<file path="src/rtl/owrom_pkg.sv">
// Package for the 1-Wire slave ROM command layer.
// Holds the transaction payload types, configuration types and command codes.
// No dependencies.
package owrom_pkg;

  localparam int RomBits   = 64;
  localparam int RomBytes  = RomBits / 8;
  localparam int BitIdxW   = $clog2(RomBits);
  localparam int ByteIdxW  = $clog2(RomBytes);
  localparam int ReplyW    = ByteIdxW + 1;
  localparam int CfgIdxW   = 1;

  // Event kinds
  localparam logic [2:0] KIND_BUS_RESET    = 3'd0;
  localparam logic [2:0] KIND_WRITE_BYTE   = 3'd1;
  localparam logic [2:0] KIND_READ_BYTE    = 3'd2;
  localparam logic [2:0] KIND_SEARCH_READ  = 3'd3;
  localparam logic [2:0] KIND_SEARCH_WRITE = 3'd4;

  // ROM commands
  localparam logic [7:0] CMD_READ_ROM       = 8'h33;
  localparam logic [7:0] CMD_MATCH_ROM      = 8'h55;
  localparam logic [7:0] CMD_OD_MATCH_ROM   = 8'h69;
  localparam logic [7:0] CMD_SEARCH_ROM     = 8'hF0;
  localparam logic [7:0] CMD_SKIP_ROM       = 8'hCC;
  localparam logic [7:0] CMD_OD_SKIP_ROM    = 8'h3C;
  localparam logic [7:0] CMD_RESUME         = 8'hA5;

  localparam logic [7:0] IDLE_BYTE = 8'hFF;

  // Configuration register indexes
  localparam logic [CfgIdxW-1:0] REG_ROM_ADDRESS  = 1'd0;
  localparam logic [CfgIdxW-1:0] REG_IS_CONNECTED = 1'd1;

  typedef struct packed {
    logic [2:0] kind;
    logic [7:0] data_byte;
    logic       dir_bit;
  } in_item_t;

  typedef struct packed {
    logic [7:0] read_byte;
    logic       presence;
    logic       id_bit;
    logic       cmp_bit;
    logic       still_active;
    logic       fn_byte_valid;
    logic [7:0] fn_byte;
  } out_item_t;

  typedef struct packed {
    logic [RomBits-1:0] rom_address;
    logic               is_connected;
  } cfg_t;

endpackage

</file>
<file path="src/rtl/onewire_slave_rom_layer.sv">
// Top level of the 1-Wire slave ROM command layer.
// Depends on owrom_pkg, owrom_cfg and owrom_core.
//
// One bus event (bus reset, byte write, byte read, search read, search
// write) enters per transaction and yields exactly one result transaction.
// Each event is held in an input register, processed by the command logic
// and placed in an output register, so a new event is taken every cycle
// while the result side keeps up; out_valid rises once the result is in
// the output register. in_stall rises only when the output register is
// full and stalled. Configuration writes (index 0 ROM code, index 1
// connected flag) are always ready and take effect the next cycle; issue
// them only while no event is in flight.
module onewire_slave_rom_layer (
  input  logic                            clk,
  input  logic                            rst_n,
  input  logic                            in_valid,
  output logic                            in_stall,
  input  owrom_pkg::in_item_t             in_item,
  output logic                            out_valid,
  input  logic                            out_stall,
  output owrom_pkg::out_item_t            out_item,
  input  logic                            cfg_valid,
  output logic                            cfg_ready,
  input  logic [owrom_pkg::CfgIdxW-1:0]   cfg_index,
  input  logic [owrom_pkg::RomBits-1:0]   cfg_data
);

  logic                 in_full_r, in_full_nxt;
  owrom_pkg::in_item_t  in_item_r;
  logic                 out_valid_r, out_valid_nxt;
  owrom_pkg::out_item_t out_item_r;
  owrom_pkg::out_item_t result;
  owrom_pkg::cfg_t      cfg;
  logic                 advance;
  logic                 in_take;

  assign cfg_ready = 1'b1;

  owrom_cfg u_cfg (
    .clk      (clk),
    .rst_n    (rst_n),
    .wr_en    (cfg_valid && cfg_ready),
    .wr_index (cfg_index),
    .wr_data  (cfg_data),
    .cfg      (cfg)
  );

  owrom_core u_core (
    .clk     (clk),
    .rst_n   (rst_n),
    .step_en (advance),
    .item    (in_item_r),
    .cfg     (cfg),
    .result  (result)
  );

  // advance the held event when the output register is free or draining
  assign advance  = in_full_r && (!out_valid_r || !out_stall);
  assign in_stall = in_full_r && !advance;
  assign in_take  = in_valid && !in_stall;

  always_comb begin
    in_full_nxt = in_full_r;
    if (in_take) begin
      in_full_nxt = 1'b1;
    end else if (advance) begin
      in_full_nxt = 1'b0;
    end
    out_valid_nxt = advance || (out_valid_r && out_stall);
  end

  always_ff @(posedge clk) begin
    if (!rst_n) begin
      in_full_r   <= 1'b0;
      out_valid_r <= 1'b0;
    end else begin
      in_full_r   <= in_full_nxt;
      out_valid_r <= out_valid_nxt;
    end
  end

  always_ff @(posedge clk) begin
    if (in_take) begin
      in_item_r <= in_item;
    end
    if (advance) begin
      out_item_r <= result;
    end
  end

  assign out_valid = out_valid_r;
  assign out_item  = out_item_r;

endmodule

</file>
<file path="src/rtl/owrom_cfg.sv">
// Configuration registers of the 1-Wire slave ROM layer.
// Depends on owrom_pkg for the register indexes and the cfg_t bundle.
module owrom_cfg (
  input  logic                            clk,
  input  logic                            rst_n,
  input  logic                            wr_en,
  input  logic [owrom_pkg::CfgIdxW-1:0]   wr_index,
  input  logic [owrom_pkg::RomBits-1:0]   wr_data,
  output owrom_pkg::cfg_t                 cfg
);

  logic [owrom_pkg::RomBits-1:0] rom_address_r;
  logic                          is_connected_r;

  always_ff @(posedge clk) begin
    if (!rst_n) begin
      rom_address_r  <= '0;
      is_connected_r <= 1'b1;
    end else if (wr_en) begin
      case (wr_index)
        owrom_pkg::REG_ROM_ADDRESS:  rom_address_r  <= wr_data;
        owrom_pkg::REG_IS_CONNECTED: is_connected_r <= wr_data[0];
        default: ;
      endcase
    end
  end

  assign cfg.rom_address  = rom_address_r;
  assign cfg.is_connected = is_connected_r;

endmodule

</file>
<file path="src/rtl/owrom_core.sv">
// ROM command state and per-event logic of the 1-Wire slave ROM layer.
// Depends on owrom_pkg for payload types, command codes and sizes.
module owrom_core (
  input  logic                  clk,
  input  logic                  rst_n,
  input  logic                  step_en,
  input  owrom_pkg::in_item_t   item,
  input  owrom_pkg::cfg_t       cfg,
  output owrom_pkg::out_item_t  result
);

  logic [owrom_pkg::ReplyW-1:0]   reply_left_r, reply_left_nxt;
  logic [owrom_pkg::ByteIdxW-1:0] match_count_r, match_count_nxt;
  logic [owrom_pkg::RomBits-1:0]  match_buf_r, match_buf_nxt;
  logic                           collecting_r, collecting_nxt;
  logic                           dropped_r, dropped_nxt;
  logic                           selected_r, selected_nxt;
  logic [owrom_pkg::BitIdxW-1:0]  bit_idx_r, bit_idx_nxt;

  logic                           rom_bit;
  logic [owrom_pkg::ByteIdxW-1:0] reply_idx;
  logic [owrom_pkg::ReplyW-1:0]   reply_sub;

  assign rom_bit   = cfg.rom_address[bit_idx_r];
  assign reply_sub = owrom_pkg::ReplyW'(owrom_pkg::RomBytes) - reply_left_r;
  assign reply_idx = reply_sub[owrom_pkg::ByteIdxW-1:0];

  always_comb begin
    reply_left_nxt  = reply_left_r;
    match_count_nxt = match_count_r;
    match_buf_nxt   = match_buf_r;
    collecting_nxt  = collecting_r;
    dropped_nxt     = dropped_r;
    selected_nxt    = selected_r;
    bit_idx_nxt     = bit_idx_r;

    result.read_byte     = owrom_pkg::IDLE_BYTE;
    result.presence      = 1'b0;
    result.id_bit        = 1'b1;
    result.cmp_bit       = 1'b1;
    result.still_active  = 1'b0;
    result.fn_byte_valid = 1'b0;
    result.fn_byte       = 8'd0;

    case (item.kind)
      owrom_pkg::KIND_BUS_RESET: begin
        dropped_nxt     = 1'b0;
        selected_nxt    = 1'b0;
        reply_left_nxt  = '0;
        collecting_nxt  = 1'b0;
        match_count_nxt = '0;
        result.presence = cfg.is_connected;
      end
      owrom_pkg::KIND_WRITE_BYTE: begin
        if (!dropped_r && cfg.is_connected) begin
          if (collecting_r) begin
            match_buf_nxt[match_count_r*8 +: 8] = item.data_byte;
            match_count_nxt = match_count_r + 1'b1;
            // last match byte: compare the whole code and select or drop
            if (&match_count_r) begin
              collecting_nxt = 1'b0;
              dropped_nxt    = (match_buf_nxt != cfg.rom_address);
              selected_nxt   = (match_buf_nxt == cfg.rom_address);
            end
          end else if (selected_r) begin
            result.fn_byte_valid = 1'b1;
            result.fn_byte       = item.data_byte;
          end else begin
            case (item.data_byte)
              owrom_pkg::CMD_READ_ROM:
                reply_left_nxt = owrom_pkg::ReplyW'(owrom_pkg::RomBytes);
              owrom_pkg::CMD_MATCH_ROM, owrom_pkg::CMD_OD_MATCH_ROM: begin
                collecting_nxt  = 1'b1;
                match_count_nxt = '0;
              end
              owrom_pkg::CMD_SEARCH_ROM: bit_idx_nxt = '0;
              owrom_pkg::CMD_SKIP_ROM, owrom_pkg::CMD_OD_SKIP_ROM,
              owrom_pkg::CMD_RESUME: selected_nxt = 1'b1;
              default: ;
            endcase
          end
        end
      end
      owrom_pkg::KIND_READ_BYTE: begin
        if (reply_left_r != '0) begin
          result.read_byte = cfg.rom_address[reply_idx*8 +: 8];
          reply_left_nxt   = reply_left_r - 1'b1;
        end
      end
      owrom_pkg::KIND_SEARCH_READ: begin
        if (!dropped_r) begin
          result.id_bit  = !rom_bit;
          result.cmp_bit = rom_bit;
        end
      end
      owrom_pkg::KIND_SEARCH_WRITE: begin
        dropped_nxt = dropped_r || (rom_bit != item.dir_bit);
        // hold at the last bit
        if (!(&bit_idx_r)) begin
          bit_idx_nxt = bit_idx_r + 1'b1;
        end
        result.still_active = !dropped_nxt;
      end
      default: ;
    endcase
  end

  always_ff @(posedge clk) begin
    if (!rst_n) begin
      reply_left_r  <= '0;
      match_count_r <= '0;
      collecting_r  <= 1'b0;
      dropped_r     <= 1'b0;
      selected_r    <= 1'b0;
      bit_idx_r     <= '0;
    end else if (step_en) begin
      reply_left_r  <= reply_left_nxt;
      match_count_r <= match_count_nxt;
      collecting_r  <= collecting_nxt;
      dropped_r     <= dropped_nxt;
      selected_r    <= selected_nxt;
      bit_idx_r     <= bit_idx_nxt;
    end
  end

  always_ff @(posedge clk) begin
    if (step_en) begin
      match_buf_r <= match_buf_nxt;
    end
  end

endmodule
</file>
<file path="config.mk">
export PLATFORM = sky130hd
export DESIGN_NAME = onewire_slave_rom_layer
export DESIGN_NICKNAME = d
export VERILOG_FILES = /design/src/rtl/owrom_pkg.sv /design/src/rtl/onewire_slave_rom_layer.sv /design/src/rtl/owrom_cfg.sv /design/src/rtl/owrom_core.sv
export SDC_FILE = /design/constraint.sdc
export NUM_CORES = 1
export LEC_CHECK = 0
export BUFFER_PORTS_ARGS = -buffer_cell sky130_fd_sc_hd__clkbuf_2
export CORE_ASPECT_RATIO = 2
export CORE_MARGIN = 2
export CORE_UTILIZATION = 53
export CTS_BUF_LIST = sky130_fd_sc_hd__clkbuf_4 sky130_fd_sc_hd__clkbuf_8
export CTS_CLUSTER_DIAMETER = 40
export DETAILED_ROUTE_END_ITERATION = 12
export MAX_ROUTING_LAYER = met4
export PLACE_DENSITY = 0.72
export SYNTH_ARGS = -nofsm -noshare
export SYNTH_HDL_FRONTEND = slang
export SYNTH_SLANG_ARGS = --single-unit
</file>
<file path="constraint.sdc">
create_clock -name clk -period 5.2 [get_ports clk]
set_input_delay 0.52 -clock clk [delete_from_list [all_inputs] [get_ports clk]]
set_output_delay 0.52 -clock clk [all_outputs]
set_load 0.05 [all_outputs]
</file>
# Yosys cells after proc, flatten, opt, wreduce, memory -nomap -nowiden
# Cells that the tools add are included.
# word_totals
ff_bits,180
in_bits,82
output_inout_bits,24
# op_classes
n_addsub,5
magnitude_cmp,1
n_eq_ne,26
shift,3
mux,39
n_bitwise,5
n_reduce_logical,39
# ops
op,count
64-bit bitwise mux,1
64-bit == test,1
64-bit inequality test,1
"8-bit by 34-bit variable shift with 64-bit output, first input constant",1
64-bit by 7-bit variable part select with 8-bit output,1
8-bit by 34-bit variable part select with 64-bit output,1
6-bit negator with 34-bit output,1
6-bit two-way mux,5
"8-bit == test, second input constant",3
4-bit two-way mux,5
"8-bit by 6-bit == test with 1-bit output, second input constant",2
"8-bit by 7-bit == test with 1-bit output, second input constant",2
1-bit two-way mux,16
7-bit AND reduction,2
3-bit two-way mux,4
4-bit case mux with 3 select lines,1
6-bit case mux with 2 select lines,1
"2-bit inequality test, second input constant",5
5-bit AND reduction,2
9-bit two-way mux,1
"2-bit by 1-bit inequality test with 1-bit output, second input constant",4
4-bit AND reduction,2
1-bit zero test,7
"6-bit by 7-bit < comparator with 1-bit output, second input constant",1
other kinds (27),48

# Longest topological paths before layout
# logic_depth
depth_word,8
depth_mapped,14

# Cells and area by module
# A second synthesis with hierarchy kept.
# unflattened
cells_unflattened,981
area_unflattened_um2,10063.4
# modules_own_cells
mod,instances,cells_each,area_per_inst_um2,seq_area_each_um2
owrom_core,1,655,6299.8,2242.2
owrom_cfg,1,283,2677.6,1301.2
onewire_slave_rom_layer,1,43,1086.0,1031.0

# Worst setup path after synthesis
# OpenSTA, ideal clock, no wires.
# synth_timing
path_type,flip-flop to flip-flop
startpoint,reg out_valid_r (netlist: out_valid)
endpoint,"reg u_core.match_buf_r[0] in the netlist's numbering, enable pin"
setup_time_ns,0.488
arrival_time_ns,4.792
path_slack_ns,-0.080
path_stages_with_launch,7
n_path_buf,0
period_less_slack_ns,5.280
cell_sequence,dfxtp_1 > a21bo_2 > inv_1 > o21ai_0 > nor3_1 > o31ai_1 > nor2_1
# synth_between
elab_chain_cells,4
# synth_rtl
item,line,rtl
"start, declared",onewire_slave_rom_layer.sv:30,"logic out_valid_r, out_valid_nxt;"
"start signal, assigned",onewire_slave_rom_layer.sv:78,out_valid_r <= out_valid_nxt;
1-bit zero test,onewire_slave_rom_layer.sv:58,assign advance = in_full_r && (!out_valid_r || !out_stall);
1-bit logical OR,onewire_slave_rom_layer.sv:58,
1-bit logical AND,onewire_slave_rom_layer.sv:58,
named net advance,onewire_slave_rom_layer.sv:34,logic advance;
4-bit AND reduction (no source line),--,
"end signal, assigned",owrom_core.sv:128,match_buf_r <= match_buf_nxt;
"end, declared",owrom_core.sv:14,"logic [owrom_pkg::RomBits-1:0] match_buf_r, match_buf_nxt;"
# The timed path passes the listed nets, and every way through them passes these cells.
# A chain may end at the register's enable or synchronous reset.

# Final worst setup path
# layout_timing
startpoint,reg u_core.match_count_r[1] in the netlist's numbering
endpoint,reg u_core.dropped_r
# layout_between
elab_chain_cells,8
elab_cells_between_ends,12
# layout_rtl
item,line,rtl
"start, declared",owrom_core.sv:13,"logic [owrom_pkg::ByteIdxW-1:0] match_count_r, match_count_nxt;"
"start signal, assigned",owrom_core.sv:118,match_count_r <= match_count_nxt;
6-bit negator with 34-bit output,owrom_core.sv:57,match_buf_nxt[match_count_r*8 +: 8] = item.data_byte;
8-bit by 34-bit variable part select with 64-bit output / 8-bit by 34-bit variable shift with 64-bit output (equally long branches),owrom_core.sv:57,
64-bit bitwise mux,owrom_core.sv:57,
64-bit inequality test,owrom_core.sv:62,dropped_nxt = (match_buf_nxt != cfg.rom_address);
1-bit two-way mux,owrom_core.sv:60,if (&match_count_r) begin
1-bit two-way mux,owrom_core.sv:56,if (collecting_r) begin
1-bit two-way mux,owrom_core.sv:55,if (!dropped_r && cfg.is_connected) begin
1-bit case mux with 3 select lines,owrom_core.sv:45,case (item.kind)
"end signal, assigned",owrom_core.sv:120,dropped_r <= dropped_nxt;
"end, declared",owrom_core.sv:16,"logic dropped_r, dropped_nxt;"
# Parallel ways exist; a longest one is shown, timed or not. The select of a mux whose other input is x is not followed.

==> summary.md <==
| Metric | Value |
|---|---|
| Crit. Startpoint | u_core.match_count_r[1] |
| Peak supply drop | 0.183 mV |
| Dpl ws | 1.07 ns |
| R2r endpoint | u_core.dropped_r |
| Die height | 194 um |
| Clk_lat worst skew | 0.48 ns |
| Initial antenna violation count | 0 |
| Max Cap Viol | 0 |
| Global-route wire length before repair | 44,500 um |
| Worst-path clk slew | 0.10 ns |
| Worst clock skew | 0.0143 ns |
| Post-route DRC | 0 |
| Ys async rst share | 0 |
| Number of port buffers | 104 |
| Post-layout min period | 4.19 ns |
| Seq cells post-synth | 180 |
| CP Data Required Time | 5.58 ns |
| Fmax | 239 MHz |
| Vias in the first global route | 7,658 |
| Total Die Area | 0.0192 mm^2 |
| Synthesized Nets | 1,010 |
| Row count | 69 |
| Final worst setup slack | 1.01 ns |
| Final Setup Violations | 0 |
| Crit path capture type | flip-flop |
| Share of cells above drive strength 1 | 0.204 |
| H-tree levels | 4 |
| Min-Delay Path Depth | 1 |
| Crit-path max cell delay | 0.69 ns |
| Crit Path Max Fanout | 15 |
| Clk Tree Root Cell | clkbuf_8 |
| Headroom to the max-slew limit | 0.279 |
| Worst-margin pin slew | 1.08 ns |
| Critical path class | reg2reg |
| Largest net degree at the start of global routing | 66 |
| R2R cell count | 11 |
| Most frequent cell on the critical path | ha_1 |
| CP cell instances | inv_1 -> ha_1 -> ha_1 -> or4b_1 -> or2_0 -> o21ai_2 -> a21oi_1 -> or4_4 -> nor4_2 -> nand4_1 -> a32o_1 |
| Clock sink count | 180 |
| Setup Fix Bufs, Post-CTS | 0 |
| Post-synth EDFFs | 97 |
| Grt ovf | 0 |
| Worst r2r src | u_core.match_count_r[1] |
| Initial DRC count | 688 |
| Antenna diodes | 0 |
| Design area | 0.0106 mm^2 |
| Antenna-violating nets left | 0 |
| Initial core utilization | 0.540 |
| PD cells | 257 mW/mm^2 |
| Hold Slack | 0.204 ns |
| # hold bufs at CTS | 0 |
| Synth Cell Area | 0.00956 mm^2 |
| Crit start category | flip-flop |
| CP arrival | 4.57 ns |
| Post-DP HPWL | 22,100 um |
| Fin util | 0.598 |
| Yosys warns | 0 |
| Largest delay share family, worst path | simple AND/OR/NAND/NOR gates |
| Net count, final | 1,082 |
| Core Region | 0.0177 mm^2 |
| Setup TNS Final | 0 ns |
| # fillers | 1,539 |
| Buf/Inv on CP | 1 |
| Vias/cell | 6.38 |
| GRT Overall Usage | 0.319 |
| Final hold vios | 0 |
| Post-synthesis cell count | 918 |
| Yosys cell types | 73 |
| Worst Hold Path EP | in_item_r[3] |
| Hold Crit Class | in2reg |
| TritonCTS clock tree | yes |
| Drt pass-1 iters | 5 |
| Die Wd | 99.0 um |
| Vias | 7,755 |
| Num CTS Buffers | 17 |
| Ys flop type | edfxtp_1 |
| WL final | 29,400 um |
| RSZ-0062 raised after global routing | false |
| Fin crit share | 0.806 |
| Status | finished clean |
| Lkg Pwr | 0.00354 uW |
| Post-CTS sizing | 0 |
| Area delta synth->final | 10.7% |
| Drt wl/cell | 24.2 um |
| Crit-path slowest cell | or4b_1 |
| Placed cell areas | 0.0102 mm^2 |
| Syn avg cell area | 10.4 um^2 |
| Slew Viols, Final | 0 |
| Register area share after synthesis | 0.479 |
| CTS max path bufs | 2 |
| R2r setup slk | 1.01 ns |
| Placer Congestion | 1.10 |
| HP Start | in_item[3] |
| Io pins | 106 |
-- power by group --
part	total (uW)	internal (uW)	leakage [uW]	switching [uW]
logic	195	93.4	0.00194	102
clock network	924	403	0.000187	521
registers	1590	1520	0.00141	73.6
total	2710	2020	0.00354	697
-- logic make-up (layout without fill, tap and decap cells) --
| group | Yosys count | in the layout | synth area share |
|---|---|---|---|
| fa+ha+maj | 10 | 10 | 0.0131 |
| mux | 48 | 48 | 0.0961 |
| compound gates | 209 | 209 | 0.162 |
| flops | 180 | 180 | 0.479 |
| buf+inv | 103 | 188 | 0.0420 |
| simple gates | 320 | 320 | 0.165 |
| xor+xnor | 47 | 47 | 0.0431 |
| other cells | 1 | 1 | 0.000392 |
-- per-layer routing --
| metal | vias to the layer above | global-route usage | share of wire |
|---|---|---|---|
| li1 | 3508 | - | - |
| met1 | 3713 | 0.334 | 0.34 |
| met2 | 399 | 0.541 | 0.52 |
| met3 | 135 | 0.0541 | 0.059 |
| met4 | 0 | 0.214 | 0.078 |
| met5 | - | - | 0 |
-- metrics by stage --
stage / instances / total power (uW)
4_1_cts: 1216 / 2720
5_1_grt: 1216 / 2790
3_5_place_dp: 1184 / 1820
3_3_place_gp: 1184 / 1820
2_1_floorplan: 918 / 1720
6_report: 1216 / 2710
-- how the worst max path moves through the flow --
stage	end	slack (ns)	cells after the start
6_report	u_core.dropped_r	1.01	11
3_3_place_gp	u_core.dropped_r	1.16	11
3_5_place_dp	u_core.dropped_r	1.07	11
2_1_floorplan	u_core.match_buf_r[0]	1.0	6
5_1_grt	u_core.dropped_r	0.68	11
4_1_cts	u_core.dropped_r	1.06	11
-- sequential cells by signal, indices dropped and copies added (netlist names) --
name                  flops
u_cfg.rom_address_r      64
u_core.match_buf_r       64
in_full_r                 1
u_core.collecting_r       1
in_item_r                12
u_core.bit_idx_r          6
u_cfg.is_connected_r      1
u_core.reply_left_r       4
u_core.dropped_r          1
u_core.match_count_r      3
u_core.selected_r         1
out_valid                 1
out_item                 21
-- final cells by class --
class                           instances  area (um^2)  area share
Clock buffer                           21          264      0.0250
Clock inverter                         11          105     0.00994
Inverter                               40          150      0.0142
Multi-Input combinational cell        635         4610       0.436
Sequential cell                       180         4570       0.432
Tap cell                              213          267      0.0252
Timing Repair Buffer                  116          611      0.0577
-- synth_stat cells, drive strengths merged, types with 5 or more instances --
cell type,n,area share
o21ai,30,0.016
nand4,14,0.0092
nor3,6,0.0031
nor2b,20,0.013
nand2,181,0.071
a31oi,6,0.0039
and2,11,0.0072
ha,10,0.013
xnor2,37,0.034
mux2,10,0.012
nor4b,5,0.0046
a22o,23,0.021
clkbuf,50,0.020
a21oi,12,0.0063
edfxtp,97,0.30
nand2b,10,0.0065
nor4bb,6,0.0063
a21boi,72,0.057
nand3,16,0.0084
inv,40,0.016
a22oi,16,0.013
nor2,15,0.0059
buf,13,0.0067
mux4,34,0.080
and3,8,0.0052
xor2,10,0.0092
dfxtp,83,0.17
-- cells in the final DEF, fill, tap and decap left out, types with 16 or more instances in the layout --
| cell | n |
|---|---|
| inv_1 | 40 |
| o21ai_0 | 27 |
| nand2_1 | 181 |
| a22o_1 | 23 |
| a21boi_0 | 72 |
| edfxtp_1 | 97 |
| xnor2_1 | 37 |
| mux4_2 | 34 |
| clkbuf_2 | 104 |
| a22oi_1 | 16 |
| dfxtp_1 | 83 |
| clkbuf_8 | 17 |
| nand3_1 | 16 |
| nor2b_1 | 19 |
Note: power is estimated with default switching activity, not from simulation.
